<file path="src/rtl/bba_pkg.sv">
// Package for the bitmap block allocator: sizes, codes, item and control types.
`default_nettype none

package bba_pkg;

  // Disk geometry limits and map layout
  localparam int MAX_BLOCKS         = 4096;
  localparam int BITS_PER_MAP_BLOCK = 4096;
  localparam int INODE_TOTAL        = 1024;
  localparam int INODE_BLOCKS       = INODE_TOTAL / 4;
  localparam int MAP_WORD_BITS      = 32;

  // Field widths
  localparam int BLK_W  = 12;
  localparam int CNT_W  = 13;
  localparam int REG_W  = 7;
  localparam int CFG_AW = 2;

  // Operation codes
  localparam logic [1:0] OP_FORMAT = 2'd0;
  localparam logic [1:0] OP_ALLOC  = 2'd1;
  localparam logic [1:0] OP_FREE   = 2'd2;

  // Status codes
  localparam logic [1:0] ST_OK           = 2'd0;
  localparam logic [1:0] ST_NO_SPACE     = 2'd1;
  localparam logic [1:0] ST_ALREADY_FREE = 2'd2;
  localparam logic [1:0] ST_RANGE        = 2'd3;

  // Configuration register indexes
  localparam logic [CFG_AW-1:0] REG_CYLINDERS = 2'd0;
  localparam logic [CFG_AW-1:0] REG_SECTORS   = 2'd1;
  localparam logic [CFG_AW-1:0] REG_INODES    = 2'd2;

  typedef struct packed {
    logic [1:0]       op;
    logic [BLK_W-1:0] block_number;
  } in_item_t;

  typedef struct packed {
    logic [BLK_W-1:0] allocated_block;
    logic [1:0]       status;
    logic [CNT_W-1:0] free_count;
  } out_item_t;

  // Commands from controller to datapath
  typedef struct packed {
    logic       start;         // latch item, clear word counter and result
    logic       geom;          // latch total, first data block, free count
    logic       fmt_write;     // write one format word, advance
    logic       scan;          // issue next scan read, check returned word
    logic       free_read;     // read the word holding the block to free
    logic       alloc_commit;  // set the found bit, count down
    logic       free_commit;   // clear the block bit, count up
    logic       status_we;     // load result status
    logic [1:0] status_val;
    logic       finish;        // load output register
  } bba_cmd_t;

  // Status from datapath to controller
  typedef struct packed {
    logic [1:0] op;
    logic       count_zero;
    logic       bno_range;
    logic       fmt_last;
    logic       scan_hit;
    logic       scan_done;
    logic       bit_used;
  } bba_stat_t;

endpackage

`default_nettype wire

</file>
<file path="src/rtl/bba_ctrl.sv">
// Controller state machine for the bitmap block allocator.
`default_nettype none

module bba_ctrl import bba_pkg::*; (
  input  wire logic      clk,
  input  wire logic      rst,
  input  wire logic      in_valid,
  output logic           in_ready,
  output logic           out_valid,
  input  wire logic      out_ready,
  input  wire bba_stat_t st,
  output bba_cmd_t       cmd
);

  typedef enum logic [2:0] {
    S_IDLE,
    S_DECODE,
    S_FORMAT,
    S_SCAN,
    S_FREE_CHK,
    S_FINISH
  } state_t;

  state_t state, state_next;

  assign in_ready = (state == S_IDLE);

  // Next state and datapath commands
  always_comb begin
    state_next = state;
    cmd        = '0;
    case (state)
      S_IDLE: begin
        if (in_valid) begin
          cmd.start  = 1'b1;
          state_next = S_DECODE;
        end
      end
      S_DECODE: begin
        case (st.op)
          OP_FORMAT: begin
            cmd.geom   = 1'b1;
            state_next = S_FORMAT;
          end
          OP_ALLOC: begin
            if (st.count_zero) begin
              cmd.status_we  = 1'b1;
              cmd.status_val = ST_NO_SPACE;
              state_next     = S_FINISH;
            end else begin
              state_next = S_SCAN;
            end
          end
          OP_FREE: begin
            if (st.bno_range) begin
              cmd.status_we  = 1'b1;
              cmd.status_val = ST_RANGE;
              state_next     = S_FINISH;
            end else begin
              cmd.free_read = 1'b1;
              state_next    = S_FREE_CHK;
            end
          end
          default: begin
            state_next = S_FINISH;
          end
        endcase
      end
      S_FORMAT: begin
        cmd.fmt_write = 1'b1;
        if (st.fmt_last) begin
          state_next = S_FINISH;
        end
      end
      S_SCAN: begin
        cmd.scan = 1'b1;
        if (st.scan_hit) begin
          cmd.alloc_commit = 1'b1;
          state_next       = S_FINISH;
        end else if (st.scan_done) begin
          cmd.status_we  = 1'b1;
          cmd.status_val = ST_NO_SPACE;
          state_next     = S_FINISH;
        end
      end
      S_FREE_CHK: begin
        if (st.bit_used) begin
          cmd.free_commit = 1'b1;
        end else begin
          cmd.status_we  = 1'b1;
          cmd.status_val = ST_ALREADY_FREE;
        end
        state_next = S_FINISH;
      end
      S_FINISH: begin
        // hold until the output register is free or being drained
        if (!out_valid || out_ready) begin
          cmd.finish = 1'b1;
          state_next = S_IDLE;
        end
      end
      default: begin
        state_next = S_IDLE;
      end
    endcase
  end

  // State and output valid
  always_ff @(posedge clk) begin
    if (rst) begin
      state     <= S_IDLE;
      out_valid <= 1'b0;
    end else begin
      state <= state_next;
      if (cmd.finish) begin
        out_valid <= 1'b1;
      end else if (out_ready) begin
        out_valid <= 1'b0;
      end
    end
  end

endmodule

`default_nettype wire

</file>
<file path="config.mk">
export PLATFORM = sky130hd
export DESIGN_NAME = bba_ctrl
export DESIGN_NICKNAME = d
export VERILOG_FILES = /design/src/rtl/bba_pkg.sv /design/src/rtl/bba_ctrl.sv
export SDC_FILE = /design/constraint.sdc
export NUM_CORES = 1
export LEC_CHECK = 0
export BUFFER_PORTS_ARGS = -buffer_cell sky130_fd_sc_hd__buf_4
export CAP_MARGIN = 20
export CORE_AREA = 2 2 39 41
export CTS_CLUSTER_DIAMETER = 60
export DETAILED_ROUTE_END_ITERATION = 12
export DIE_AREA = 0 0 41 43
export PLACE_DENSITY_LB_ADDON = 0.08
export SLEW_MARGIN = 25
export SYNTH_ARGS = -nofsm -noshare
export SYNTH_HDL_FRONTEND = slang
export SYNTH_SLANG_ARGS = --single-unit
export TNS_END_PERCENT = 100
</file>
<file path="constraint.sdc">
create_clock -name clk -period 1.8 [get_ports clk]
set_clock_uncertainty 0.1 [all_clocks]
set_input_delay 0.36 -clock clk [delete_from_list [all_inputs] [get_ports clk]]
set_output_delay 0.36 -clock clk [all_outputs]
set_load 0.01 [all_outputs]
</file>
# == Word-level counts from Yosys, hierarchy flattened ==
# Index checks and enable logic that the tools add are counted.
# totals
register_bits,4
latchBits,0
ramBits,0
rom_bits,0
inputBits,12
out_inout_bits,13
wordCells,52
memories,0
# classes
addsub,0
mul,0
div,0
n_lt_le_gt_ge,0
eq_ne,11
shift,0
muxes,33
bitwise,0
reduce_logical,6
# ops
cell,count
3-bit 2-to-1 mux,11
1-bit 2-to-1 mux,18
3-bit case mux with 3 select lines,2
3-bit case mux with 6 select lines,1
"3-bit by 2-bit == test with 1-bit output, second input constant",2
"3-bit == test, second input constant",2
"2-bit inequality test, second input constant",3
3-bit case mux with 2 select lines,1
4-bit AND reduction,1
"3-bit by 1-bit == test with 1-bit output, second input constant",1
3-bit logical NOT,1
"3-bit inequality test, second input constant",1
"2-bit by 1-bit == test with 1-bit output, second input constant",1
"2-bit == test, second input constant",1
2-bit logical NOT,1
2-bit nonzero test,1
1-bit logical NOT,1
1-bit logical OR,1

# == Longest topological paths before layout ==
# Gate-level depths: netlist (run 1).
# depth
word_depth,5
ltp_mapped,5
depth_no_buf,5

# == Worst setup path after synthesis (run 1) ==
# No wires, ideal clock.
# synth_timing
path_type,register to output
startpoint,reg state[2]
endpoint,out cmd[6] (netlist bit)
arrival_time_ns,1.144
t_required_ns,1.340
slack_ns,0.196
stages_incl_launch_ff,4
n_path_buf,1
cell_sequence,dfxtp_1 buf_2 or3b_4 nor3b_1
# synth_rtl
item,line,rtl
from (decl),bba_ctrl.sv:24,"state_t state, state_next;"
from (signal assigned),bba_ctrl.sv:114,state <= state_next;
to (decl),bba_ctrl.sv:12,output bba_cmd_t cmd

==> results of run 1 <==
==> cells in the final DEF (no fill, tap or decap), drive strengths merged, types with 3 or more instances in the layout <==
cell and instances:
buf 33, a21oi 4, ha 4, nor2b 4, nor3b 4, dfxtp 4, and2 3, clkbuf 3
nand2 3, a2111oi 3
==> routing by layer <==
metal / vias to the layer above / share of wire (%) / wire length [µm]
li1: 272 / - / -
met1: 235 / 40 / 507
met2: 13 / 57 / 711
met3: 0 / 2.9 / 36
met4: 0 / 0 / 0
met5: - / 0 / 0
==> final cells by class <==
class | instances | area, µm²
inverters | 2 | 7.51
repair buffers | 33 | 255
clock buffers | 3 | 22.5
well taps | 16 | 20.0
flip-flops and latches | 4 | 88.8
multi-input cells | 46 | 372
fillers | 139 | 618
==> repair_timing <==
item,CTS,global route
pin swaps,2,2
hold buffers,0,0
buffers inserted,3,0
setup endpoints to repair,5,5
gates resized for setup,6,8
==> state kept, by name (all words and copies together) (netlist names) <==
register and flops:
state 3, out_valid 1
==> synth_stat cells (all sizes together) <==
master,number
a21oi,4
dfxtp,4
ha,4
nor2b,4
nor3b,4
a2111oi,3
and2,3
buf,3
nand2,3
a211oi,2
inv,2
nand2b,2
nand3,2
nor2,2
o21ai,2
a21o,1
a22o,1
and3,1
nand3b,1
nand4,1
nand4b,1
nor3,1
nor4b,1
o21a,1
or3,1
or3b,1
==> where the power goes <==
part	internal (mW)	switching (mW)	leakage, nW
clock network	0.0746	0.0362	0.0138
registers	0.0998	0.0124	0.0345
logic	0.119	0.0919	0.324
==> worst max-delay path, stage by stage (launching register included) <==
cell,delay (ns)
dfxtp_4,0.35
or3b_4,0.42
nor3b_4,0.21
buf_6,0.13
==> path summary, 6_finish.rpt <==
kind | start | to | slack, ns
worst max-delay path | state[2] | cmd[6] | -0.003
worst min-delay path | rst | state[1] | 0.22
worst min register to register | out_valid | out_valid | 0.46
worst max register to register | state[2] | state[0] | 0.25
==> cell families (layout without fill, tap and decap cells) <==
group,Yosys count,count (layout),synth area share (%)
and+or+nand+nor,28,28,39.6
AOI/OAI and AO/OA,14,14,26.0
buffers and inverters,5,38,5.08
adders and majority gates,4,4,11.3
DFF,4,4,18.1
==> metrics by stage <==
stage               setup WS (ns)  TNS (ns)
finish                   -0.00310  -0.00310
global route              -0.0395   -0.0869
CTS                       -0.0187   -0.0187
detailed placement         0.0765         0
global placement           0.0986         0
floorplan                   0.196         0
==> results.sh, run 1 <==
export IMPL_dieWidth_um=41
export IMPL_hold_path_class="primary input to flop"
export IMPL_power_density_nw_per_um2=567
export IMPL_initial_utilization_pct=32.0
export IMPL_grtUsageMet3_pct=3.14
export IMPL_grt_overflow=0
export IMPL_cts_clk_slew_worst_paths_ns=0.04
export IMPL_drive_gt1_share_pct=53.4
export IMPL_hold_slack_ns=0.217
export IMPL_post_route_min_period_ns=1.80
export IMPL_synth_seq_cells=4
export IMPL_hold_viol_final=0
export IMPL_layout_cells_non_filler=104
export IMPL_worst_setup_path_type="flop to output pin"
export IMPL_synthToLayoutAreaGrowth_pct=72.9
export IMPL_track_usage_pct=15.2
export IMPL_worstPathArrival_ns=1.34
export IMPL_dieArea_um2=1760
export IMPL_fin_area_um2=766
export IMPL_place_gp_congestion=0.655
export IMPL_gr_usage_met2_pct=25.0
export IMPL_worst_slack_ns=-0.00310
export IMPL_violations="setup timing"
export IMPL_viasPerCell=5.00
export IMPL_worstMarginPinSlew_ns=0.353
export IMPL_p_leak_nw=0.372
export IMPL_finish_utilization_pct=55.3
export IMPL_hpwl_um=961
export IMPL_ant_nets=0
export IMPL_portBuffers=24
export IMPL_max_freq_ghz=0.555
export IMPL_ys_warnings_count=0
export IMPL_ctsLongestPathBuffers=2
export IMPL_rows=14
export IMPL_firstDrtPassIters=2
export IMPL_max_cap_violations=0
export IMPL_syn_nets=71
export IMPL_worstSkewPairLatency_ns=0.23
export IMPL_final_setup_viol_count=1
export IMPL_grt_pass1_vias=488
export IMPL_grt_setup_unrepaired="true"
export IMPL_ios=25
export IMPL_r2r_cells=4
export IMPL_period_share_pct=100
export IMPL_grtUsageMet1_pct=18.2
export IMPL_wl_um=1260
export IMPL_nets=106
export IMPL_synth_cells=55
export IMPL_synth_area_leaders="dfxtp_1, ha_1, nor3b_1, a2111oi_4, nor2b_1"
export IMPL_startpoint_type="flop"
export IMPL_ys_types=29
export IMPL_core_area_um2=1380
export IMPL_clock_sinks=4
export IMPL_root_buffer="clkbuf_4"
export IMPL_drc=0
export IMPL_antenna_found_initial=0
export IMPL_n_antenna_cell=0
export IMPL_vdd_drop_max_mv=0.229
export IMPL_crit_required_ns=1.34
export IMPL_drt_iter0_drc=3
export IMPL_avgRoutedWirePerCell_um=12.1
export IMPL_vias=520
export IMPL_placed_cells=98
export IMPL_status="finished, violations left"
export IMPL_die_h_um=43
export IMPL_synth_cell_area_um2=443
export IMPL_power_total_mw=0.434
export IMPL_yosys_area_top_type_share_pct=18.1
export IMPL_dpl_instance_area_um2=673
export IMPL_grt_busiest_layer="met2"
export IMPL_cp_end_kind="output pin"
export IMPL_critPathMaxFanout=5
export IMPL_grt_max_degree=14
export IMPL_avgSynthCellArea_um2=8.05
export IMPL_grt_pass1_wl_um=1840
export IMPL_synth_largest_area_cell="dfxtp_1"
export IMPL_slew_violations=0
export IMPL_numCtsBuffers=3
export IMPL_slew_headroom_pct=75.8
export IMPL_hold_depth=2
export IMPL_htreeDepth=1
export IMPL_seq_area_frac_synth_pct=18.1
export IMPL_cts_tree="built"
Power figures use the tool's default switching activity.
==> run 2, diff against run 1 <==
GPL_TIMING_DRIVEN = 0   (was unset)
==> results.sh, run 2 (same netlist as run 1, synthesis figures left out) <==
export IMPL_worst_setup_path_type="flop to output pin"
export IMPL_worstSkewPairLatency_ns=0.24
export IMPL_firstDrtPassIters=4
export IMPL_hold_path_class="primary input to flop"
export IMPL_worstPathArrival_ns=1.35
export IMPL_grt_overflow=0
export IMPL_dieArea_um2=1760
export IMPL_wl_um=1090
export IMPL_drc=0
export IMPL_hpwl_um=847
export IMPL_ant_nets=0
export IMPL_top_regs="state: 3 flops, out_valid: 1 flops"
export IMPL_worst_slack_ns=-0.00828
export IMPL_p_leak_nw=0.357
export IMPL_numCtsBuffers=3
export IMPL_ctsHoldBuffers=0
export IMPL_place_gp_congestion=0.693
export IMPL_cts_clk_slew_worst_paths_ns=0.04
export IMPL_nets=103
export IMPL_max_freq_ghz=0.553
export IMPL_critPathMaxFanout=8
export IMPL_htreeDepth=1
export IMPL_post_route_min_period_ns=1.81
export IMPL_layout_cells_non_filler=101
export IMPL_status="finished, violations left"
export IMPL_die_h_um=43
export IMPL_rows=14
export IMPL_crit_required_ns=1.34
export IMPL_grt_setup_unrepaired="true"
export IMPL_dieWidth_um=41
export IMPL_period_share_pct=100
export IMPL_cts_tree="built"
export IMPL_antenna_found_initial=0
export IMPL_core_area_um2=1380
export IMPL_vias=507
export IMPL_slew_headroom_pct=71.9
export IMPL_max_cap_violations=0
export IMPL_vdd_drop_max_mv=0.288
export IMPL_largest_reg_flops=3
export IMPL_worstMarginPinSlew_ns=0.411
export IMPL_track_usage_pct=14.2
export IMPL_max_stage_delay_ns=0.35
export IMPL_cp_end_kind="output pin"
export IMPL_grt_pass1_vias=424
export IMPL_layout_commonest_cell="buf_4"
export IMPL_viasPerCell=5.02
export IMPL_hold_viol_final=0
export IMPL_n_antenna_cell=0
export IMPL_violations="setup timing"
export IMPL_post_place_ws_ns=0.0235
export IMPL_ios=25
export IMPL_mostFrequentLayoutCells="buf_4, a21oi_1"
export IMPL_startpoint_type="flop"
export IMPL_portBuffers=24
export IMPL_slew_violations=0
export IMPL_max_flop_register="state"
export IMPL_power_density_nw_per_um2=567
export IMPL_grt_pass1_wl_um=1700
export IMPL_synthToLayoutAreaGrowth_pct=69.5
export IMPL_initial_utilization_pct=32.0
export IMPL_clock_sinks=4
export IMPL_root_buffer="clkbuf_4"
export IMPL_drt_iter0_drc=3
export IMPL_ctsLongestPathBuffers=2
export IMPL_cp_top_family="simple AND/OR/NAND/NOR gates"
export IMPL_drive_gt1_share_pct=54.1
export IMPL_final_setup_viol_count=2
export IMPL_placed_cells=95
export IMPL_crit_slowest_cell="or3_4"
export IMPL_grt_max_degree=11
export IMPL_cpMostUsedCell="buf_6"
export IMPL_cp_buffers_inverters=2
export IMPL_crit_chain="buf_6, nand2b_4, or3_4, nand3_2, buf_6"
export IMPL_avgRoutedWirePerCell_um=10.8
-- run 2: metal layers --
layer	up-vias	share of wire, %	global-route usage (%)
met5	-	0	0
met4	0	1.3	8.00
met3	2	2.9	3.14
met2	12	52	22.5
met1	226	43	16.7
li1	267	-	-
-- run 2: repair_timing --
item | in CTS | in global routing
pin swaps | 0 | 1
buffers inserted | 0 | 4
gates resized for setup | 8 | 11
endpoints found under the setup margin | 4 | 6
-- run 2: path summary, 6_finish.rpt --
| check | start | to | slack, ns | cells after the start |
|---|---|---|---|---|
| setup / recovery | state[1] | cmd[3] | -0.008 | 5 |
| hold / removal | rst | state[0] | 0.21 | 2 |
| setup reg to reg | state[0] | state[0] | 0.27 | 4 |
| hold reg to reg | state[2] | state[0] | 0.40 | 1 |
-- run 2: report_power, final --
group | total [mW] | switching, mW | internal [mW]
Clock | 0.115 | 0.0398 | 0.0748
Combinational | 0.197 | 0.0848 | 0.113
Sequential | 0.113 | 0.0136 | 0.0998
-- run 2: area by class of cell --
| type | count | area (µm²) |
|---|---|---|
| inverter | 2 | 7.51 |
| sequential | 4 | 88.8 |
| buffer | 2 | 18.8 |
| clock buffer | 3 | 22.5 |
| multi-input combinational | 46 | 375 |
| timing repair buffer | 28 | 218 |
| fill | 133 | 633 |
| tap | 16 | 20.0 |
-- run 2: through the flow --
stage	power (mW)	TNS (ns)	hold slack (ns)	area, µm²	utilization (%)
detailed placement	0.281	0	0.464	643	46.5
floorplan	0.211	0	0.329	443	-
CTS	0.408	-0.0439	0.210	688	49.7
global placement	0.282	0	0.458	643	46.5
global route	0.457	-0.193	0.211	751	54.2
finish	0.425	-0.0109	0.212	751	54.2
==> run 3, diff against run 2 <==
BUFFER_PORTS_ARGS = -buffer_cell sky130_fd_sc_hd__buf_2   (was -buffer_cell sky130_fd_sc_hd__buf_4)
==> results.sh, run 3 (same netlist as run 1, synthesis figures left out) <==
export IMPL_top_regs="state: 3 flops, out_valid: 1 flops"
export IMPL_antenna_found_initial=0
export IMPL_max_flop_register="state"
export IMPL_grt_setup_unrepaired="true"
export IMPL_cts_tree="built"
export IMPL_initial_utilization_pct=32.0
export IMPL_ctsHoldBuffers=0
export IMPL_place_gp_congestion=0.705
export IMPL_max_cap_violations=0
export IMPL_grt_max_degree=11
export IMPL_period_share_pct=99.6
export IMPL_wl_um=1160
export IMPL_ctsLongestPathBuffers=2
export IMPL_hpwl_um=887
export IMPL_ant_nets=0
export IMPL_post_place_ws_ns=0.00143
export IMPL_critPathMaxFanout=7
export IMPL_largest_reg_flops=3
export IMPL_n_antenna_cell=0
export IMPL_slew_violations=0
export IMPL_vias=510
export IMPL_htreeDepth=1
export IMPL_worstPathArrival_ns=1.33
export IMPL_mostFrequentLayoutCells="buf_2, buf_6, a21oi_1, buf_4"
export IMPL_rows=14
export IMPL_max_freq_ghz=0.558
export IMPL_startpoint_type="flop"
export IMPL_cts_clk_slew_worst_paths_ns=0.04
export IMPL_dieWidth_um=41
export IMPL_r2r_end="state[0]"
export IMPL_worst_setup_path_type="flop to output pin"
export IMPL_numCtsBuffers=3
export IMPL_p_leak_nw=0.347
export IMPL_grt_overflow=0
export IMPL_rrSetupSlack_ns=0.23
export IMPL_viasPerCell=5.05
export IMPL_firstDrtPassIters=3
export IMPL_clock_sinks=4
export IMPL_fillers=139
export IMPL_grt_pass1_vias=453
export IMPL_power_density_nw_per_um2=582
export IMPL_grt_pass1_wl_um=1680
export IMPL_r2r_cells=4
export IMPL_crit_required_ns=1.34
export IMPL_status="completed"
export IMPL_multiInputGateArea_um2=388
export IMPL_synthToLayoutAreaGrowth_pct=60.7
export IMPL_track_usage_pct=13.8
export IMPL_ios=25
export IMPL_hold_path_class="primary input to flop"
export IMPL_r2r_start="state[0]"
export IMPL_worst_slack_ns=0.00731
export IMPL_layout_commonest_cell="buf_2"
export IMPL_avgRoutedWirePerCell_um=11.5
export IMPL_core_area_um2=1380
export IMPL_hold_slack_ns=0.237
export IMPL_whs_endpoint="out_valid"
export IMPL_dieArea_um2=1760
export IMPL_hold_depth=2
export IMPL_slew_headroom_pct=75.1
export IMPL_drt_iter0_drc=3
export IMPL_final_setup_viol_count=0
export IMPL_root_buffer="clkbuf_4"
export IMPL_post_route_min_period_ns=1.79
export IMPL_drc=0
export IMPL_min_delay_start="rst"
export IMPL_cp_end_kind="output pin"
export IMPL_hold_viol_final=0
export IMPL_worstMarginPinSlew_ns=0.365
export IMPL_vdd_drop_max_mv=0.321
export IMPL_portBuffers=24
export IMPL_drive_gt1_share_pct=55.3
export IMPL_nets=103
export IMPL_die_h_um=43
export IMPL_seqCellArea_um2=88.8
export IMPL_worstSkewPairLatency_ns=0.24
[run 3: final cells by class]
cell class | count | area share (%)
Tap cell | 16 | 2.81
Multi-Input combinational cell | 46 | 54.5
Buffer | 2 | 3.16
Clock buffer | 3 | 3.16
Inverter | 2 | 1.05
Sequential cell | 4 | 12.5
Timing Repair Buffer | 28 | 22.8
[run 3: worst max-delay path by stage]
| stage | start | endpoint | depth (start not counted) |
|---|---|---|---|
| after floorplan | state[2] | cmd[6] | 3 |
| after global placement | st[6] | cmd[3] | 7 |
| after detailed placement | st[6] | cmd[3] | 7 |
| after CTS | state[1] | cmd[2] | 5 |
| after global routing | state[1] | cmd[2] | 5 |
| final | state[1] | cmd[3] | 5 |
[run 3: routing by layer]
metal,GRT usage [%],vias up,share of wire [%]
met3,6.28,0,3.0
met5,0,-,0
met4,2.00,0,0
li1,-,266,-
met2,24.4,11,54
met1,14.4,233,43
[run 3: stage by stage]
step / TNS (ns) / power (mW) / area (µm²) / cells / utilization (%)
detailed placement: 0 / 0.265 / 583 / 95 / 42.1
finish: 0 / 0.414 / 712 / 101 / 51.4
global placement: 0 / 0.263 / 583 / 95 / 42.1
global route: -0.0421 / 0.446 / 712 / 101 / 51.4
floorplan: 0 / 0.211 / 443 / 55 / -
CTS: -0.00254 / 0.414 / 678 / 100 / 49.0
[run 3: worst max-delay path: stages (launching register included)]
cell and delay (ns):
dfxtp_2 0.31, buf_6 0.12, nand2b_4 0.13, or3_4 0.35, nand3_2 0.08, buf_6 0.10
[run 3: report_power, final]
group	switching, mW	internal, mW	total [mW]	leakage (nW)
clock	0.0406	0.0748	0.115	0.0138
combinational	0.0821	0.0982	0.180	0.299
sequential	0.0186	0.0999	0.118	0.0345
[run 3: repair_timing]
item | in CTS | in global routing
gates resized for setup | 15 | 6
setup buffers | 3 | 1
endpoints found under the setup margin | 5 | 3
