==> src/rtl/bba_pkg.sv <==
// Package for the bitmap block allocator: sizes, codes, item and control types.
`default_nettype none

package bba_pkg;

  // Disk geometry limits and map layout
  localparam int MAX_BLOCKS         = 4096;
  localparam int BITS_PER_MAP_BLOCK = 4096;
  localparam int INODE_TOTAL        = 1024;
  localparam int INODE_BLOCKS       = INODE_TOTAL / 4;
  localparam int MAP_WORD_BITS      = 32;

  // Field widths
  localparam int BLK_W  = 12;
  localparam int CNT_W  = 13;
  localparam int REG_W  = 7;
  localparam int CFG_AW = 2;

  // Operation codes
  localparam logic [1:0] OP_FORMAT = 2'd0;
  localparam logic [1:0] OP_ALLOC  = 2'd1;
  localparam logic [1:0] OP_FREE   = 2'd2;

  // Status codes
  localparam logic [1:0] ST_OK           = 2'd0;
  localparam logic [1:0] ST_NO_SPACE     = 2'd1;
  localparam logic [1:0] ST_ALREADY_FREE = 2'd2;
  localparam logic [1:0] ST_RANGE        = 2'd3;

  // Configuration register indexes
  localparam logic [CFG_AW-1:0] REG_CYLINDERS = 2'd0;
  localparam logic [CFG_AW-1:0] REG_SECTORS   = 2'd1;
  localparam logic [CFG_AW-1:0] REG_INODES    = 2'd2;

  typedef struct packed {
    logic [1:0]       op;
    logic [BLK_W-1:0] block_number;
  } in_item_t;

  typedef struct packed {
    logic [BLK_W-1:0] allocated_block;
    logic [1:0]       status;
    logic [CNT_W-1:0] free_count;
  } out_item_t;

  // Commands from controller to datapath
  typedef struct packed {
    logic       start;         // latch item, clear word counter and result
    logic       geom;          // latch total, first data block, free count
    logic       fmt_write;     // write one format word, advance
    logic       scan;          // issue next scan read, check returned word
    logic       free_read;     // read the word holding the block to free
    logic       alloc_commit;  // set the found bit, count down
    logic       free_commit;   // clear the block bit, count up
    logic       status_we;     // load result status
    logic [1:0] status_val;
    logic       finish;        // load output register
  } bba_cmd_t;

  // Status from datapath to controller
  typedef struct packed {
    logic [1:0] op;
    logic       count_zero;
    logic       bno_range;
    logic       fmt_last;
    logic       scan_hit;
    logic       scan_done;
    logic       bit_used;
  } bba_stat_t;

endpackage

`default_nettype wire

==> src/rtl/bba_dp.sv <==
// Datapath for the bitmap block allocator: registers, counters, map word logic.
`default_nettype none

module bba_dp import bba_pkg::*; #(
  parameter int WORD_BITS = MAP_WORD_BITS,
  localparam int WORDS = MAX_BLOCKS / WORD_BITS,
  localparam int AW = $clog2(WORDS),
  localparam int BW = $clog2(WORD_BITS)
) (
  input  wire logic                 clk,
  input  wire logic                 rst,
  input  wire in_item_t             in_data,
  input  wire logic                 cfg_we,
  input  wire logic [CFG_AW-1:0]    cfg_index,
  input  wire logic [REG_W-1:0]     cfg_data,
  input  wire bba_cmd_t             cmd,
  output bba_stat_t                 st,
  output out_item_t                 out_data,
  output logic                      ram_we,
  output logic      [AW-1:0]        ram_waddr,
  output logic      [WORD_BITS-1:0] ram_wdata,
  output logic                      ram_re,
  output logic      [AW-1:0]        ram_raddr,
  input  wire logic [WORD_BITS-1:0] ram_rdata
);

  // Configuration and allocator state
  logic [REG_W-1:0] cylinders;
  logic [REG_W-1:0] sectors;
  logic             inodes_enabled;
  logic [CNT_W-1:0] total_blocks;
  logic [CNT_W-1:0] free_blocks;
  logic [CNT_W-1:0] data_base;
  logic [AW:0]      wcnt;
  logic             rd_vld;

  // Item and result payload
  logic [1:0]       op_q;
  logic [BLK_W-1:0] bno_q;
  logic [AW-1:0]    rd_idx;
  logic [BLK_W-1:0] res_blk;
  logic [1:0]       res_status;
  out_item_t        out_q;

  logic [2*REG_W-1:0]   prod;
  logic [CNT_W-1:0]     total_n;
  logic [CNT_W-1:0]     ds_n;
  logic [CNT_W-1:0]     free_n;
  logic [CNT_W-1:0]     wc_base;
  logic [CNT_W-1:0]     fmt_fill;
  logic [WORD_BITS-1:0] fmt_word;
  logic                 can_issue;
  logic [CNT_W-1:0]     rd_lim;
  logic [WORD_BITS-1:0] eff_word;
  logic                 hit;
  logic [BW-1:0]        pos;
  logic [AW-1:0]        bno_word;
  logic [BW-1:0]        bno_bit;

  // Bits below a limit, counted from bit zero of a word
  function automatic logic [WORD_BITS-1:0] below_mask(input logic [CNT_W-1:0] lim);
    logic [WORD_BITS-1:0] m;
    for (int b = 0; b < WORD_BITS; b++) begin
      m[b] = CNT_W'(b) < lim;
    end
    return m;
  endfunction

  // Format geometry: total, first data block, free count
  always_comb begin
    prod    = (2*REG_W)'(cylinders) * (2*REG_W)'(sectors);
    total_n = (prod > (2*REG_W)'(MAX_BLOCKS)) ? CNT_W'(MAX_BLOCKS) : CNT_W'(prod);
    ds_n    = CNT_W'(total_n / BITS_PER_MAP_BLOCK) + CNT_W'(1)
            + (inodes_enabled ? CNT_W'(2 + INODE_BLOCKS) : CNT_W'(1));
    free_n  = (ds_n <= total_n) ? total_n - ds_n : '0;
  end

  // Format word: reserved bits set, the rest clear
  assign wc_base  = {wcnt, {BW{1'b0}}};
  assign fmt_fill = (data_base > wc_base) ? data_base - wc_base : '0;
  assign fmt_word = below_mask(fmt_fill);

  // Scan: issue while the word starts below total, pad bits past total as used
  assign can_issue = wc_base < total_blocks;
  assign rd_lim    = total_blocks - {1'b0, rd_idx, {BW{1'b0}}};
  assign eff_word  = ram_rdata | ~below_mask(rd_lim);
  assign hit       = ~&eff_word;

  // Lowest clear bit of the returned word
  always_comb begin
    pos = '0;
    for (int b = WORD_BITS - 1; b >= 0; b--) begin
      if (!eff_word[b]) begin
        pos = BW'(b);
      end
    end
  end

  assign bno_word = AW'(bno_q >> BW);
  assign bno_bit  = bno_q[BW-1:0];

  // Map memory ports
  always_comb begin
    ram_we    = cmd.fmt_write | cmd.alloc_commit | cmd.free_commit;
    ram_waddr = cmd.fmt_write ? wcnt[AW-1:0] : (cmd.alloc_commit ? rd_idx : bno_word);
    if (cmd.fmt_write) begin
      ram_wdata = fmt_word;
    end else if (cmd.alloc_commit) begin
      ram_wdata = ram_rdata | (WORD_BITS'(1) << pos);
    end else begin
      ram_wdata = ram_rdata & ~(WORD_BITS'(1) << bno_bit);
    end
    ram_re    = (cmd.scan && can_issue) || cmd.free_read;
    ram_raddr = cmd.free_read ? bno_word : wcnt[AW-1:0];
  end

  // Status to controller
  always_comb begin
    st.op         = op_q;
    st.count_zero = (free_blocks == '0);
    st.bno_range  = CNT_W'(bno_q) >= total_blocks;
    st.fmt_last   = (wcnt == (AW+1)'(WORDS - 1));
    st.scan_hit   = rd_vld && hit;
    st.scan_done  = !rd_vld && !can_issue;
    st.bit_used   = ram_rdata[bno_bit];
  end

  // Control and allocator state
  always_ff @(posedge clk) begin
    if (rst) begin
      cylinders      <= REG_W'(1);
      sectors        <= REG_W'(1);
      inodes_enabled <= 1'b0;
      total_blocks   <= '0;
      free_blocks    <= '0;
      data_base      <= '0;
      wcnt           <= '0;
      rd_vld         <= 1'b0;
      op_q           <= OP_FORMAT;
    end else begin
      if (cfg_we) begin
        case (cfg_index)
          REG_CYLINDERS: cylinders      <= cfg_data;
          REG_SECTORS:   sectors        <= cfg_data;
          REG_INODES:    inodes_enabled <= cfg_data[0];
          default: ;
        endcase
      end
      if (cmd.start) begin
        op_q <= in_data.op;
        wcnt <= '0;
      end else if (cmd.fmt_write || (cmd.scan && can_issue)) begin
        wcnt <= wcnt + 1'b1;
      end
      rd_vld <= cmd.scan && can_issue;
      if (cmd.geom) begin
        total_blocks <= total_n;
        data_base    <= ds_n;
        free_blocks  <= free_n;
      end else if (cmd.alloc_commit) begin
        free_blocks <= free_blocks - 1'b1;
      end else if (cmd.free_commit) begin
        free_blocks <= free_blocks + 1'b1;
      end
    end
  end

  // Payload registers
  always_ff @(posedge clk) begin
    rd_idx <= wcnt[AW-1:0];
    if (cmd.start) begin
      bno_q      <= in_data.block_number;
      res_blk    <= '0;
      res_status <= ST_OK;
    end else begin
      if (cmd.alloc_commit) begin
        res_blk <= BLK_W'({rd_idx, pos});
      end
      if (cmd.status_we) begin
        res_status <= cmd.status_val;
      end
    end
    if (cmd.finish) begin
      out_q.allocated_block <= res_blk;
      out_q.status          <= res_status;
      out_q.free_count      <= free_blocks;
    end
  end

  assign out_data = out_q;

endmodule

`default_nettype wire

==> config.mk <==
export PLATFORM = sky130hd
export DESIGN_NAME = bba_dp
export DESIGN_NICKNAME = d
export VERILOG_FILES = /design/src/rtl/bba_pkg.sv /design/src/rtl/bba_dp.sv
export SDC_FILE = /design/constraint.sdc
export NUM_CORES = 1
export LEC_CHECK = 0
export BUFFER_PORTS_ARGS = -buffer_cell sky130_fd_sc_hd__buf_2
export CAP_MARGIN = 5
export CELL_PAD_IN_SITES_DETAIL_PLACEMENT = 1
export CELL_PAD_IN_SITES_GLOBAL_PLACEMENT = 1
export CORE_MARGIN = 2
export CORE_UTILIZATION = 36
export DETAILED_ROUTE_END_ITERATION = 10
export GPL_TIMING_DRIVEN = 0
export PLACE_DENSITY_LB_ADDON = 0.1
export SYNTH_ARGS = -nofsm -noshare
export SYNTH_HDL_FRONTEND = slang
export SYNTH_SLANG_ARGS = --single-unit
==> constraint.sdc <==
create_clock -name clk -period 9.45 [get_ports clk]
set_input_delay 0.945 -clock clk [delete_from_list [all_inputs] [get_ports clk]]
set_output_delay 0.945 -clock clk [all_outputs]
set_load 0.03 [all_outputs]
==> After elaboration in Yosys (flattened, before gate mapping) <==
Index checks and enable logic that the tools add are counted.
{ "totals": {"wordCells": 169, "regBits": 125, "in_bits": 69, "output_inout_bits": 83} }
{ "op_classes": {"bitwise": 7, "order_cmp": 70, "shifts": 2, "muxes": 46, "n_eq_ne": 3, "add_sub_neg": 8, "n_reduce_logical": 16, "mul": 1} }
{ "op_table": {"columns": ["cell", "n"], "rows": [
  ["< comparator 5 x 13 -> 1 bit (first input constant)", 32],
  ["< comparator 4 x 13 -> 1 bit (first input constant)", 16],
  ["2-to-1 mux 5 bit", 32],
  ["< comparator 3 x 13 -> 1 bit (first input constant)", 8],
  ["2-to-1 mux 13 bit", 6],
  ["2-to-1 mux 32 bit", 2],
  ["NOT 32 bit", 2],
  ["OR 32 bit", 2],
  ["<< shifter 1 x 5 -> 32 bit (first input constant)", 2],
  ["< comparator 1 x 13 -> 1 bit (first input constant)", 4],
  ["< comparator 2 x 13 -> 1 bit (first input constant)", 4],
  ["AND 32 bit", 1],
  ["AND reduction 32 bit", 1],
  ["2-to-1 mux 7 bit", 3],
  ["> comparator 14 x 13 -> 1 bit (second input constant)", 1],
  ["multiplier 7 x 7 -> 14 bit", 1],
  ["adder 13 x 1 -> 13 bit (second input constant)", 1],
  [">= comparator 12 x 13 -> 1 bit", 1],
  ["> comparator 13 bit", 1],
  ["<= comparator 10 x 13 -> 1 bit", 1],
  ["zero test 13 bit", 1],
  ["< comparator 13 bit", 1],
  ["subtractor 13 x 1 -> 13 bit (second input constant)", 1],
  ["subtractor 13 x 10 -> 13 bit", 1],
  ["20 further kinds", 28]
]} }

==> Longest topological paths before layout <==
Gate-level depths: netlist of the first run.
{ "depth": {"word_depth": 40, "mapped_depth": 31, "depth_no_buf": 29} }

==> Worst setup path before layout of the first run <==
OpenSTA, ideal clock, no wires.
{ "synth_timing": {"path_kind": "register -> register", "startpoint": "reg cylinders[0]", "endpoint": "reg free_blocks[3]", "n_path_buf": 3, "setup_time_ps": 128, "synth_period_minus_slack_ps": 7071, "t_required_ps": 9322, "path_slack_ps": 2379, "stages_incl_launch_ff": 26, "t_arrival_ps": 6943, "cell_sequence": "dfxtp_1 > clkbuf_1 > nand2_1 > fa_1 > fa_1 > fa_1 > inv_1 > fa_1 > ha_1 > xor2_1 > or4_1 > or4_1 > or4_4 > a211oi_4 > buf_4 > and2_1 > ha_1 > a21o_1 > a21o_1 > inv_1 > nand2_1 > o21ai_0 > a41oi_1 > buf_2 > a32oi_1 > nor2_1"} }
{ "synth_via": {"elab_cells_between_ends": 9, "classes_between": "3 x add/sub; 1 x mul; 2 x order compare; 3 x mux"} }
{ "synth_rtl": {"columns": ["item", "line_no", "source"], "rows": [
  ["start, declared", "bba_dp.sv:28", "logic [REG_W-1:0] cylinders;"],
  ["start signal, assigned", "bba_dp.sv:143", "REG_CYLINDERS: cylinders <= cfg_data;"],
  ["multiplier 7 x 7 -> 14 bit *", "bba_dp.sv:71", "prod = (2*REG_W)'(cylinders) * (2*REG_W)'(sectors);"],
  ["> comparator 14 x 13 -> 1 bit", "bba_dp.sv:72", "total_n = (prod > (2*REG_W)'(MAX_BLOCKS)) ? CNT_W'(MAX_BLOCKS) : CNT_W'(prod);"],
  ["2-to-1 mux 13 bit *", "bba_dp.sv:72", null],
  ["net total_n[1]", "bba_dp.sv:46", "logic [CNT_W-1:0] total_n;"],
  ["subtractor 13 x 10 -> 13 bit / <= comparator 10 x 13 -> 1 bit (equally long branches)", "bba_dp.sv:75", "free_n = (ds_n <= total_n) ? total_n - ds_n : '0;"],
  ["2-to-1 mux 13 bit *", "bba_dp.sv:75", null],
  ["2-to-1 mux 13 bit *", "bba_dp.sv:156", "if (cmd.geom) begin"],
  ["end signal, assigned", "bba_dp.sv:159", "free_blocks <= free_n;"],
  ["end signal, assigned", "bba_dp.sv:161", "free_blocks <= free_blocks - 1'b1;"],
  ["end signal, assigned", "bba_dp.sv:163", "free_blocks <= free_blocks + 1'b1;"],
  ["end, declared", "bba_dp.sv:32", "logic [CNT_W-1:0] free_blocks;"]
]} }
The timed path passes the listed nets; every way through them passes the cells marked *.
A chain may end at the register's enable or synchronous reset.

==> Worst setup path in the final report of the first run <==
{ "layout_timing": {"startpoint": "reg cylinders[2]", "endpoint": "reg free_blocks[0]"} }
{ "layout_via": {"elab_cells_between_ends": 9, "classes_between": "3 x add/sub; 1 x mul; 2 x order compare; 3 x mux"} }
{ "layout_rtl": {"columns": ["item", "line_no"], "rows": [
  ["multiplier 7 x 7 -> 14 bit", "bba_dp.sv:71"],
  ["> comparator 14 x 13 -> 1 bit", "bba_dp.sv:72"],
  ["2-to-1 mux 13 bit", "bba_dp.sv:72"],
  ["net total_n[1]", "bba_dp.sv:46"],
  ["<= comparator 10 x 13 -> 1 bit", "bba_dp.sv:75"],
  ["2-to-1 mux 13 bit", "bba_dp.sv:75"],
  ["2-to-1 mux 13 bit", "bba_dp.sv:156"]
]} }
The timed path passes the listed nets, and every way through them passes these cells.

==> metrics.csv, run 1 <==
stage,metric,value,unit
power,switching power,725.6,µW
layout,n_diodes,0,
placement,Placed Cells,1739,
power,clock power share,0.349,
yosys,post-synthesis register bit count,116,
worst_setup_path,Reg2Reg Depth,29,
global_route,total track usage,0.2489,
yosys,Post-synth top flop,dfxtp_1,
yosys,unique cell type count in the Yosys netlist,81,
detailed_routing,DRT Pass-1 Iters,5,
placement,Buffers on Ports,149,
floorplanning,die height,170.8,µm
floorplanning,# rows,61,
yosys,Synth Cell Area,0.01002,mm²
layout,fin area,0.01182,mm²
global_route,vias in the first global route,10144,
worst_setup_path,Crit path largest cell delay,0.61,ns
placement,post-DP HPWL,28290,µm
power,P_int,1123,µW
worst_setup_path,critical path peak fanout,10,
power,leakage,0.005206,µW
worst_setup_path,"Slowest-stage cell, CP",or4_1,
yosys,Post-synth EDFFs,39,
yosys,Synth top area share,0.1539,
sta,Final setup viols,0,
worst_setup_path,CP Launch Type,register,
yosys,Post-Syn Instances,1212,
worst_setup_path,Required @ worst endpoint,9.74,ns
yosys,dominant cell type by area after synthesis,dfxtp_1,
clock_tree,H-tree level count,4,
layout,final non-filler cell total,1771,
yosys,Post-Syn Area per Cell,8.266,µm²
clock_tree,CTS Root Cell,clkbuf_16,
clock_tree,CTS tree,done,
worst_setup_path,Arrival @ worst endpoint,8.23,ns
yosys,Mapped Nets,1387,
sta,fmax,0.1259,GHz
placement,Final Wtd Congestion,0.9133,
yosys,register area share after synthesis,0.2708,
sta,Fin. Hold Viols,0,
power,Comb pwr share,0.338,
sta,max_slew headroom,0.3744,
power,Seq pwr share,0.313,
sta,"Period Utilization, post-route",0.8407,
sta,min Tclk post-route,7.944,ns
worst_setup_path,Worst Setup End Kind,register,
floorplanning,io pins,152,
sta,Max Clock Skew,0.01815,ns
power,total power per unit cell area,156.3,mW/mm²
yosys,most frequent cell after synthesis,nand2_1,
worst_setup_path,critical path class,reg2reg,
detailed_routing,number of DRC markers in iteration 0,588,
layout,area delta synth->final,18.01,%
detailed_routing,Final Routed Wirelength,35730,µm
clock_tree,Worst-Skew Late Latency,0.43,ns
clock_tree,cts hold-fix bufs,0,
power,Sw Share,0.3926,
flow_run,Max-Cap Viols,0,
power,Max VDD drop,0.1104,mV
power,Design Power,1848,µW
run_status,status,"finished, final reports clean",
yosys,"top cells by area, synth","dfxtp_1 15%, edfxtp_1 12%, ha_1 9.9%",
layout,final-stage net count,1555,
detailed_routing,Routed Antenna Nets,0,
detailed_routing,DRC Markers,0,
global_route,global-route wire length before repair,56420,µm
clock_tree,Resize count post-CTS,0,
placement,DP Area,0.01124,mm²
floorplanning,die area,0.02918,mm²
detailed_routing,Vias,9868,
sta,setup TNS,0,ns
detailed_routing,Vias/cell,5.572,
clock_tree,CTS sink count,116,
global_route,initial antenna violation count,0,
clock_tree,postcts setup bufs,0,
sta,"Slew Viols, Final",0,
global_route,largest net degree at the start of global routing,28,
layout,share of cells above drive strength 1,0.1716,
worst_setup_path,"most used cell, CP",inv_1,
clock_tree,TritonCTS buffer count,17,
detailed_routing,wire length per cell,20.17,µm
yosys,Ys Warns,0,
yosys,asr flop ratio synth,0,
floorplanning,Initial Util,0.3626,
floorplanning,DIE WIDTH,170.8,µm
clock_tree,Clock Tree Buf Depth,2,
hold_path,worst hold path class,reg2reg,
floorplanning,core footprint,0.02763,mm²
sta,RSZ-0062 raised after global routing,false,
yosys,Post-synth top cells,"142 x nand2_1, 103 x nor2_1, 89 x o21ai_0",
hold_path,WHS Path Cells,0,
clock_tree,"CTS clk-pin slew, worst paths",0.07,ns
sta,measured slew at the worst slew-check pin,0.9383,ns
global_route,remaining global-route overflow,0,
==> critical path, delay by kind of cell, from the launching register on <==
kind / cells / cell delay, ns
AOI/OAI and AO/OA: 7 / 1.62
xor gates and xnor gates: 1 / 0.17
adders and majority gates: 6 / 2.46
buffers and inverters: 8 / 1.15
DFF: 1 / 0.31
and+or+nand+nor: 7 / 2.07
==> path summary, 6_finish.rpt <==
check	start	to	slack (ns)
hold reg to reg	res_status[0]	out_data[13]	0.43
setup reg to reg	cylinders[2]	free_blocks[0]	1.51
hold / removal	res_status[0]	out_data[13]	0.43
setup / recovery	cylinders[2]	free_blocks[0]	1.51
==> final cells by class <==
cell class                 instances  area [µm²]
fill                            3419       15810
multi-input combinational        953        6736
sequential                       116        2713
timing repair buffer             149       745.7
tap                              378       473.0
clock buffer                      17       425.4
inverter                          84       315.3
buffer                            59       254.0
clock inverter                    15       160.2
==> flip-flops by register name, summed over array words and instances, names as in the netlist, 2 cells and up <==
name,cells
res_blk,12
out_data,27
res_status,2
bno_q,12
total_blocks,13
wcnt,8
free_blocks,13
op_q,2
rd_idx,7
sectors,7
cylinders,7
data_base,4
==> per-layer routing <==
metal | track usage | routed length (µm) | up-vias
met5 | 0 | 0 | -
met4 | 0.08143 | 813 | 0
met3 | 0.03632 | 1690 | 52
met2 | 0.4170 | 16700 | 286
met1 | 0.3295 | 16520 | 4811
li1 | - | - | 4719
==> metrics by stage <==
step	hold WS [ns]	utilization	setup WS (ns)
2_1_floorplan	0.3941	-	2.379
3_3_place_gp	0.4122	0.4067	1.494
3_5_place_dp	0.4151	0.4067	1.491
4_1_cts	0.4294	0.4279	1.471
5_1_grt	0.4453	0.4279	0.9866
6_report	0.4295	0.4279	1.506
==> power by group through the flow <==
| stage | clock [µW] | combinational [µW] | sequential, µW |
|---|---|---|---|
| 2_1_floorplan | 0 | 409 | 600 |
| 3_3_place_gp | 0 | 608 | 590 |
| 3_5_place_dp | 0 | 614 | 590 |
| 4_1_cts | 659 | 620 | 579 |
| 5_1_grt | 680 | 681 | 583 |
| 6_report | 644 | 625 | 579 |
==> cells by family after synthesis <==
logic type,count (synthesis),synth area share
AND/OR/NAND/NOR,409,0.1933
multiplexers,53,0.06619
adder cells (fa/ha/maj),106,0.1526
AO/OA/AOI/OAI,348,0.2279
flip-flops,116,0.2708
buffers and inverters,143,0.05683
XOR/XNOR,37,0.03235
==> layout by cell type, fill, tap and decap left out, types with 10 or more instances in the layout <==
| cell | count |
|---|---|
| a211oi_1 | 11 |
| a21o_1 | 25 |
| a21oi_1 | 75 |
| a31o_2 | 13 |
| a31oi_1 | 30 |
| and2_1 | 27 |
| buf_2 | 154 |
| clkbuf_1 | 43 |
| clkbuf_16 | 17 |
| dfxtp_1 | 77 |
| edfxtp_1 | 39 |
| fa_1 | 27 |
| ha_1 | 79 |
| inv_1 | 82 |
| mux2i_1 | 37 |
| mux4_2 | 10 |
| nand2_1 | 142 |
| nand3_1 | 28 |
| nand4_1 | 12 |
| nor2_1 | 103 |
| nor2b_1 | 10 |
| nor3_1 | 30 |
| o211ai_1 | 14 |
| o21a_1 | 12 |
| o21ai_0 | 89 |
| o31ai_1 | 12 |
| or2_2 | 11 |
| xnor2_1 | 19 |
| xor2_1 | 18 |
Note: power is estimated with default switching activity, not from simulation.
==> run 2: changes to the inputs <==
- ABC_AREA: default -> 1
- clock period: 9.45 -> 7.5 ns (I/O delays scaled with it)
==> metrics.csv, run 2 <==
stage,metric,value,unit,change
run_status,status,"finished, final reports clean",,
placement,DP Area,0.01092,mm²,-2.8%
layout,"most common cell after layout, fill and taps aside",nand2_1,,
yosys,unique cell type count in the Yosys netlist,51,,-37%
power,switching power,859.1,µW,+18%
floorplanning,# rows,60,,-1.6%
power,total power per unit cell area,202.3,mW/mm²,+29%
hold_path,WHS Path Cells,0,,unchanged
yosys,Synth top area share,0.1582,,+0.004367
clock_tree,CTS Root Cell,clkbuf_16,,
floorplanning,core footprint,0.02673,mm²,-3.3%
clock_tree,Worst-Skew Late Latency,0.42,ns,about the same
sta,measured slew at the worst slew-check pin,0.8671,ns,-0.07126 ns
power,P_int,1480,µW,+32%
worst_setup_path,RR Startpoint,cylinders[1],,
power,Seq pwr share,0.319,,+0.006
placement,Placed Cells,1908,,+9.7%
power,clock power share,0.382,,+0.033
sta,Final setup viols,0,,unchanged
detailed_routing,Routed Antenna Nets,0,,unchanged
detailed_routing,DRC Markers,0,,unchanged
placement,Final Wtd Congestion,0.9153,,+0.22%
worst_setup_path,Worst R2R Setup Slack,0.54,ns,-0.96 ns
worst_setup_path,Reg2Reg Depth,36,,+24%
layout,fin area,0.01156,mm²,-2.2%
sta,"Period Utilization, post-route",0.9279,,+0.08723
yosys,Synth Cell Area,0.009742,mm²,-2.8%
yosys,Post-synth top flop,dfxtp_1,,
yosys,asr flop ratio synth,0,,unchanged
power,Max VDD drop,0.1634,mV,+48%
yosys,Post-synth EDFFs,39,,unchanged
worst_setup_path,Crit path largest cell delay,0.59,ns,-0.02 ns
global_route,vias in the first global route,10461,,+3.1%
sta,Fin. Hold Viols,0,,unchanged
layout,area delta synth->final,18.70,%,
worst_setup_path,"most used cell, CP",nand2_1,,
detailed_routing,DRT Pass-1 Iters,5,,unchanged
sta,Max Clock Skew,0.01594,ns,-0.002203 ns
yosys,most frequent cell after synthesis,nand2_1,,
layout,register area,0.002738,mm²,+0.92%
detailed_routing,Vias/cell,5.258,,-5.6%
clock_tree,CTS tree,done,,
detailed_routing,Vias,10153,,+2.9%
floorplanning,die height,168.5,µm,-1.4%
sta,setup TNS,0,ns,unchanged
layout,n_diodes,0,,unchanged
sta,max_slew headroom,0.4175,,+0.04306
placement,post-DP HPWL,28740,µm,+1.6%
sta,fmax,0.1437,GHz,+14%
worst_setup_path,critical path class,reg2reg,,
placement,Buffers on Ports,150,,+0.67%
hold_path,worst hold start,res_blk[5],,
worst_setup_path,Arrival @ worst endpoint,7.23,ns,-1.00 ns
global_route,initial antenna violation count,0,,unchanged
power,leakage,0.005835,µW,+12%
floorplanning,DIE WIDTH,168.5,µm,-1.4%
sta,min Tclk post-route,6.959,ns,-0.9851 ns
yosys,Post-synth top cells,"337 x nand2_1, 204 x inv_1, 129 x o21ai_0",,
yosys,Post-Syn Area per Cell,6.875,µm²,-17%
floorplanning,io pins,152,,unchanged
global_route,remaining global-route overflow,0,,unchanged
layout,final-stage net count,1752,,+13%
sta,"Slew Viols, Final",0,,unchanged
global_route,largest net degree at the start of global routing,28,,unchanged
flow_run,Max-Cap Viols,0,,unchanged
sta,Hold WS,0.4336,ns,+0.004077 ns
yosys,dominant cell type by area after synthesis,dfxtp_1,,
clock_tree,TritonCTS buffer count,17,,unchanged
clock_tree,H-tree level count,4,,unchanged
worst_setup_path,Worst Setup End Kind,register,,
detailed_routing,wire length per cell,18.56,µm,-8.0%
floorplanning,die area,0.02839,mm²,-2.7%
layout,max FFs per register,27,,unchanged
layout,Fillers,3454,,+1.0%
clock_tree,"CTS clk-pin slew, worst paths",0.06,ns,about the same
layout,multi-input combinational cell area,0.006017,mm²,-11%
global_route,global-route wire length before repair,56680,µm,+0.46%
global_route,total track usage,0.2519,,+0.003066
layout,most frequent cells in the layout,"337 x nand2_1, 204 x inv_1, 155 x buf_2",,
power,Sw Share,0.3673,,-0.02530
clock_tree,CTS sink count,116,,unchanged
worst_setup_path,CP Launch Type,register,,
detailed_routing,Final Routed Wirelength,35830,µm,+0.29%
yosys,Ys Warns,0,,unchanged
hold_path,hold endpoint,out_data[20],,
worst_setup_path,reg2reg end,free_blocks[11],,
detailed_routing,number of DRC markers in iteration 0,560,,-4.8%
worst_setup_path,"Slowest-stage cell, CP",fa_1,,
layout,share of cells above drive strength 1,0.1472,,-0.02440
hold_path,worst hold path class,reg2reg,,
clock_tree,Clock Tree Buf Depth,2,,unchanged
worst_setup_path,Required @ worst endpoint,7.77,ns,-1.97 ns
floorplanning,Initial Util,0.3645,,+0.001910
layout,final non-filler cell total,1931,,+9.0%
worst_setup_path,critical path peak fanout,10,,unchanged
yosys,"top cells by area, synth","dfxtp_1 16%, nand2_1 13%, edfxtp_1 12%",,
clock_tree,cts hold-fix bufs,0,,unchanged
yosys,Post-Syn Instances,1417,,+17%
yosys,Mapped Nets,1592,,+15%
yosys,post-synthesis register bit count,116,,unchanged
power,Comb pwr share,0.299,,-0.039
yosys,register area share after synthesis,0.2784,,+0.007685
==> run 2: cell types whose count changed in the layout (fill, tap and decap cells not counted), moves of 17 or more <==
| cell | before | now |
|---|---|---|
| inv_1 | 82 | 204 |
| and2_1 | 27 | 1 |
| nand3_1 | 28 | 56 |
| o21ai_0 | 89 | 129 |
| a21o_1 | 25 | 1 |
| nand2_1 | 142 | 337 |
| nor2_1 | 103 | 120 |
| mux2i_1 | 37 | 0 |
| a21oi_1 | 75 | 99 |
==> run 2: cells by family after synthesis <==
family                     count (synthesis)  synth area share
buffers and inverters                    267            0.1052
DFF                                      116            0.2784
and+or+nand+nor                          588            0.2565
adders and majority gates                106            0.1569
AOI/OAI and AO/OA                        319            0.1840
xor gates and xnor gates                  21           0.01888
==> run 2: area by class of cell <==
cell class,count,share of cell area
Buffer,43,0.01547
Tap cell,341,0.03690
Multi-Input combinational cell,1034,0.5203
Clock buffer,17,0.03679
Clock inverter,15,0.01764
Inverter,212,0.06925
Sequential cell,116,0.2367
Timing Repair Buffer,153,0.06687
==> run 2: worst max path at each step <==
stage,end,from,slack [ns],depth (start not counted)
after floorplan,free_blocks[6],cylinders[0],1.09,37
after global placement,free_blocks[7],cylinders[0],0.18,37
after detailed placement,free_blocks[7],cylinders[0],0.06,37
after CTS,free_blocks[7],cylinders[0],0.02,37
after global routing,free_blocks[11],cylinders[3],-0.07,38
final,free_blocks[11],cylinders[1],0.54,36
==> run 2: what timing repair did <==
action,CTS,global route
buffers inserted,0,3
gates resized for setup,0,17
endpoints found under the setup margin,0,13
==> run 2: routing by layer <==
metal  share of wire  global-route usage  vias up
li1                -                   -     5010
met1            0.47              0.3398     4909
met2            0.48              0.4323      205
met3           0.035             0.03367       29
met4           0.012             0.05322        0
met5               0                   0        -
==> run 2: power groups by stage <==
stage	sequential, µW	clock (µW)	combinational (µW)
finish	747	894	698
global route	753	932	783
CTS	739	908	706
detailed placement	753	0	700
global placement	751	0	684
floorplan	764	0	462
==> run 2: per-stage QoR <==
stage	total power, µW	utilization	setup WS [ns]
2_1_floorplan	1227	-	1.088
3_3_place_gp	1435	0.4086	0.1804
3_5_place_dp	1453	0.4086	0.05795
4_1_cts	2354	0.4321	0.02341
5_1_grt	2468	0.4327	-0.06733
6_report	2339	0.4327	0.5407
==> run 2: worst max-delay path, delay by kind of cell, from the launching register on <==
| kind | cells | cell delay (ns) |
|---|---|---|
| fa+ha+maj | 6 | 2.65 |
| simple gates | 14 | 1.61 |
| compound gates | 10 | 1.36 |
| flops | 1 | 0.43 |
| buf+inv | 5 | 0.51 |
| xor+xnor | 1 | 0.24 |
==> run 3: changes to the inputs <==
- CORE_UTILIZATION: 36 -> 42
==> metrics.csv, run 3 (synthesized netlist as in run 2, its figures left out) <==
stage,metric,value,unit,change
power,Max VDD drop,0.1406,mV,-14%
detailed_routing,Routed Antenna Nets,0,,unchanged
floorplanning,# rows,55,,-8.3%
sta,setup TNS,0,ns,unchanged
layout,Util after Layout,0.5037,,+0.07107
detailed_routing,M1 wire length,15610,µm,-8.0%
detailed_routing,met3 WL post-DR,1678,µm,+32%
global_route,global-route wire length before repair,55700,µm,-1.7%
detailed_routing,wire length per cell,18.93,µm,+2.0%
global_route,largest net degree at the start of global routing,28,,unchanged
floorplanning,core footprint,0.02271,mm²,-15%
placement,DP Area,0.01085,mm²,-0.64%
floorplanning,DIE WIDTH,156.3,µm,-7.2%
global_route,total track usage,0.2916,,+0.03970
worst_setup_path,Crit path largest cell delay,0.54,ns,-0.05 ns
hold_path,WHS Path Cells,0,,unchanged
sta,"Slew Viols, Final",0,,unchanged
worst_setup_path,reg2reg end,free_blocks[11],,
clock_tree,CTS sink count,116,,unchanged
placement,Final Wtd Congestion,0.9395,,+2.6%
worst_setup_path,CP Launch Type,register,,
worst_setup_path,Required @ worst endpoint,7.78,ns,about the same
hold_path,worst hold path class,reg2reg,,
clock_tree,cts hold-fix bufs,0,,unchanged
layout,share of cells above drive strength 1,0.1447,,-0.002516
layout,final-stage net count,1752,,unchanged
layout,Fillers,3051,,-12%
global_route,vias in the first global route,10649,,+1.8%
flow_run,Max-Cap Viols,0,,unchanged
placement,post-DP HPWL,28270,µm,-1.7%
floorplanning,die area,0.02443,mm²,-14%
clock_tree,"CTS clk-pin slew, worst paths",0.06,ns,about the same
detailed_routing,metal2 WL,17360,µm,+1.2%
worst_setup_path,critical path peak fanout,10,,unchanged
power,leakage,0.005831,µW,about the same
clock_tree,Worst-Skew Late Latency,0.43,ns,about the same
detailed_routing,Vias/cell,5.537,,+5.3%
layout,max FFs per register,27,,unchanged
clock_tree,TritonCTS buffer count,17,,unchanged
hold_path,worst hold start,res_status[0],,
detailed_routing,DRT Pass-1 Iters,5,,unchanged
sta,"Period Utilization, post-route",0.9350,,+0.007077
sta,RSZ-0062 raised after global routing,false,,
layout,n_diodes,0,,unchanged
sta,Max Clock Skew,0.01334,ns,-0.002601 ns
worst_setup_path,critical path class,reg2reg,,
clock_tree,H-tree level count,4,,unchanged
layout,most frequent cells in the layout,"337 x nand2_1, 204 x inv_1, 155 x buf_2",,
worst_setup_path,"most used cell, CP",nand2_1,,
worst_setup_path,Arrival @ worst endpoint,7.29,ns,+0.06 ns
floorplanning,io pins,152,,unchanged
worst_setup_path,Reg2Reg Depth,36,,unchanged
layout,area delta synth->final,17.43,%,
detailed_routing,Top Metal Used,met4,,
sta,fmax,0.1426,GHz,-0.76%
worst_setup_path,Worst R2R Setup Slack,0.49,ns,-0.05 ns
placement,Placed Cells,1852,,-2.9%
worst_setup_path,"Slowest-stage cell, CP",fa_1,,
global_route,remaining global-route overflow,0,,unchanged
power,Design Power,2291,µW,-2.0%
placement,Buffers on Ports,150,,unchanged
run_status,status,"finished, final reports clean",,
layout,final non-filler cell total,1875,,-2.9%
layout,fin area,0.01144,mm²,-1.1%
power,total power per unit cell area,200.3,mW/mm²,-0.99%
clock_tree,CTS tree,done,,
sta,Fin. Hold Viols,0,,unchanged
detailed_routing,DRC Markers,0,,unchanged
floorplanning,Initial Util,0.4290,,+0.06447
detailed_routing,number of DRC markers in iteration 0,607,,+8.4%
sta,Final setup viols,0,,unchanged
sta,max_slew headroom,0.4302,,+0.01268
clock_tree,Clock Tree Buf Depth,2,,unchanged
detailed_routing,Vias,10381,,+2.2%
hold_path,hold endpoint,out_data[13],,
clock_tree,CTS Root Cell,clkbuf_16,,
sta,measured slew at the worst slew-check pin,0.8547,ns,-0.01234 ns
worst_setup_path,Worst Setup End Kind,register,,
detailed_routing,Final Routed Wirelength,35500,µm,-0.92%
global_route,initial antenna violation count,1,,+1
sta,min Tclk post-route,7.012,ns,+0.05307 ns
floorplanning,die height,156.3,µm,-7.2%
worst_setup_path,RR Startpoint,cylinders[2],,
layout,"most common cell after layout, fill and taps aside",nand2_1,,
## run 3: routing by layer
metal | GRT usage | vias up
met5 | 0 | -
met4 | 0.09655 | 0
met3 | 0.04182 | 48
met2 | 0.5045 | 271
met1 | 0.3739 | 5054
li1 | - | 5008
## run 3: through the flow
stage	hold WS, ns	setup slack, ns
after global placement	0.4045	0.1880
after CTS	0.4208	0.03082
after detailed placement	0.4111	0.07583
after floorplan	0.3911	1.088
final	0.4244	0.4876
after global routing	0.4382	0.01444
## run 3: area by class of cell
type	count	area (µm²)	area share
timing repair buffer	153	773.2	0.06759
clock inverter	15	172.7	0.01509
buffer	43	178.9	0.01564
clock buffer	17	425.4	0.03719
inverter	212	800.8	0.07000
tap	285	356.6	0.03117
multi-input combinational	1034	6012	0.5255
sequential	116	2720	0.2378
## run 3: worst max path at each step
stage                      start              end  slack (ns)  cells after the start
floorplan           cylinders[0]   free_blocks[6]        1.09                     37
global placement    cylinders[0]   free_blocks[6]        0.19                     37
detailed placement  cylinders[0]   free_blocks[7]        0.08                     37
CTS                 cylinders[0]   free_blocks[6]        0.03                     37
global route        cylinders[3]   free_blocks[6]        0.01                     38
finish              cylinders[2]  free_blocks[11]        0.49                     36
## run 3: timing repair
| action | CTS | global route |
|---|---|---|
| setup buffers | 0 | 3 |
| endpoints found under the setup margin | 0 | 13 |
| gates resized for setup | 0 | 8 |
## run 3: worst max-delay path: cells and delay by family (launching register included)
family / cells / cell delay, ns
AND/OR/NAND/NOR: 14 / 1.61
adder cells (fa/ha/maj): 6 / 2.64
XOR/XNOR: 1 / 0.25
AO/OA/AOI/OAI: 10 / 1.32
buffers and inverters: 5 / 0.51
flip-flops: 1 / 0.52
## run 3: report_power, final
group,internal (µW),switching [µW]
Clock,498,342
Sequential,701,46.0
Combinational,220,485
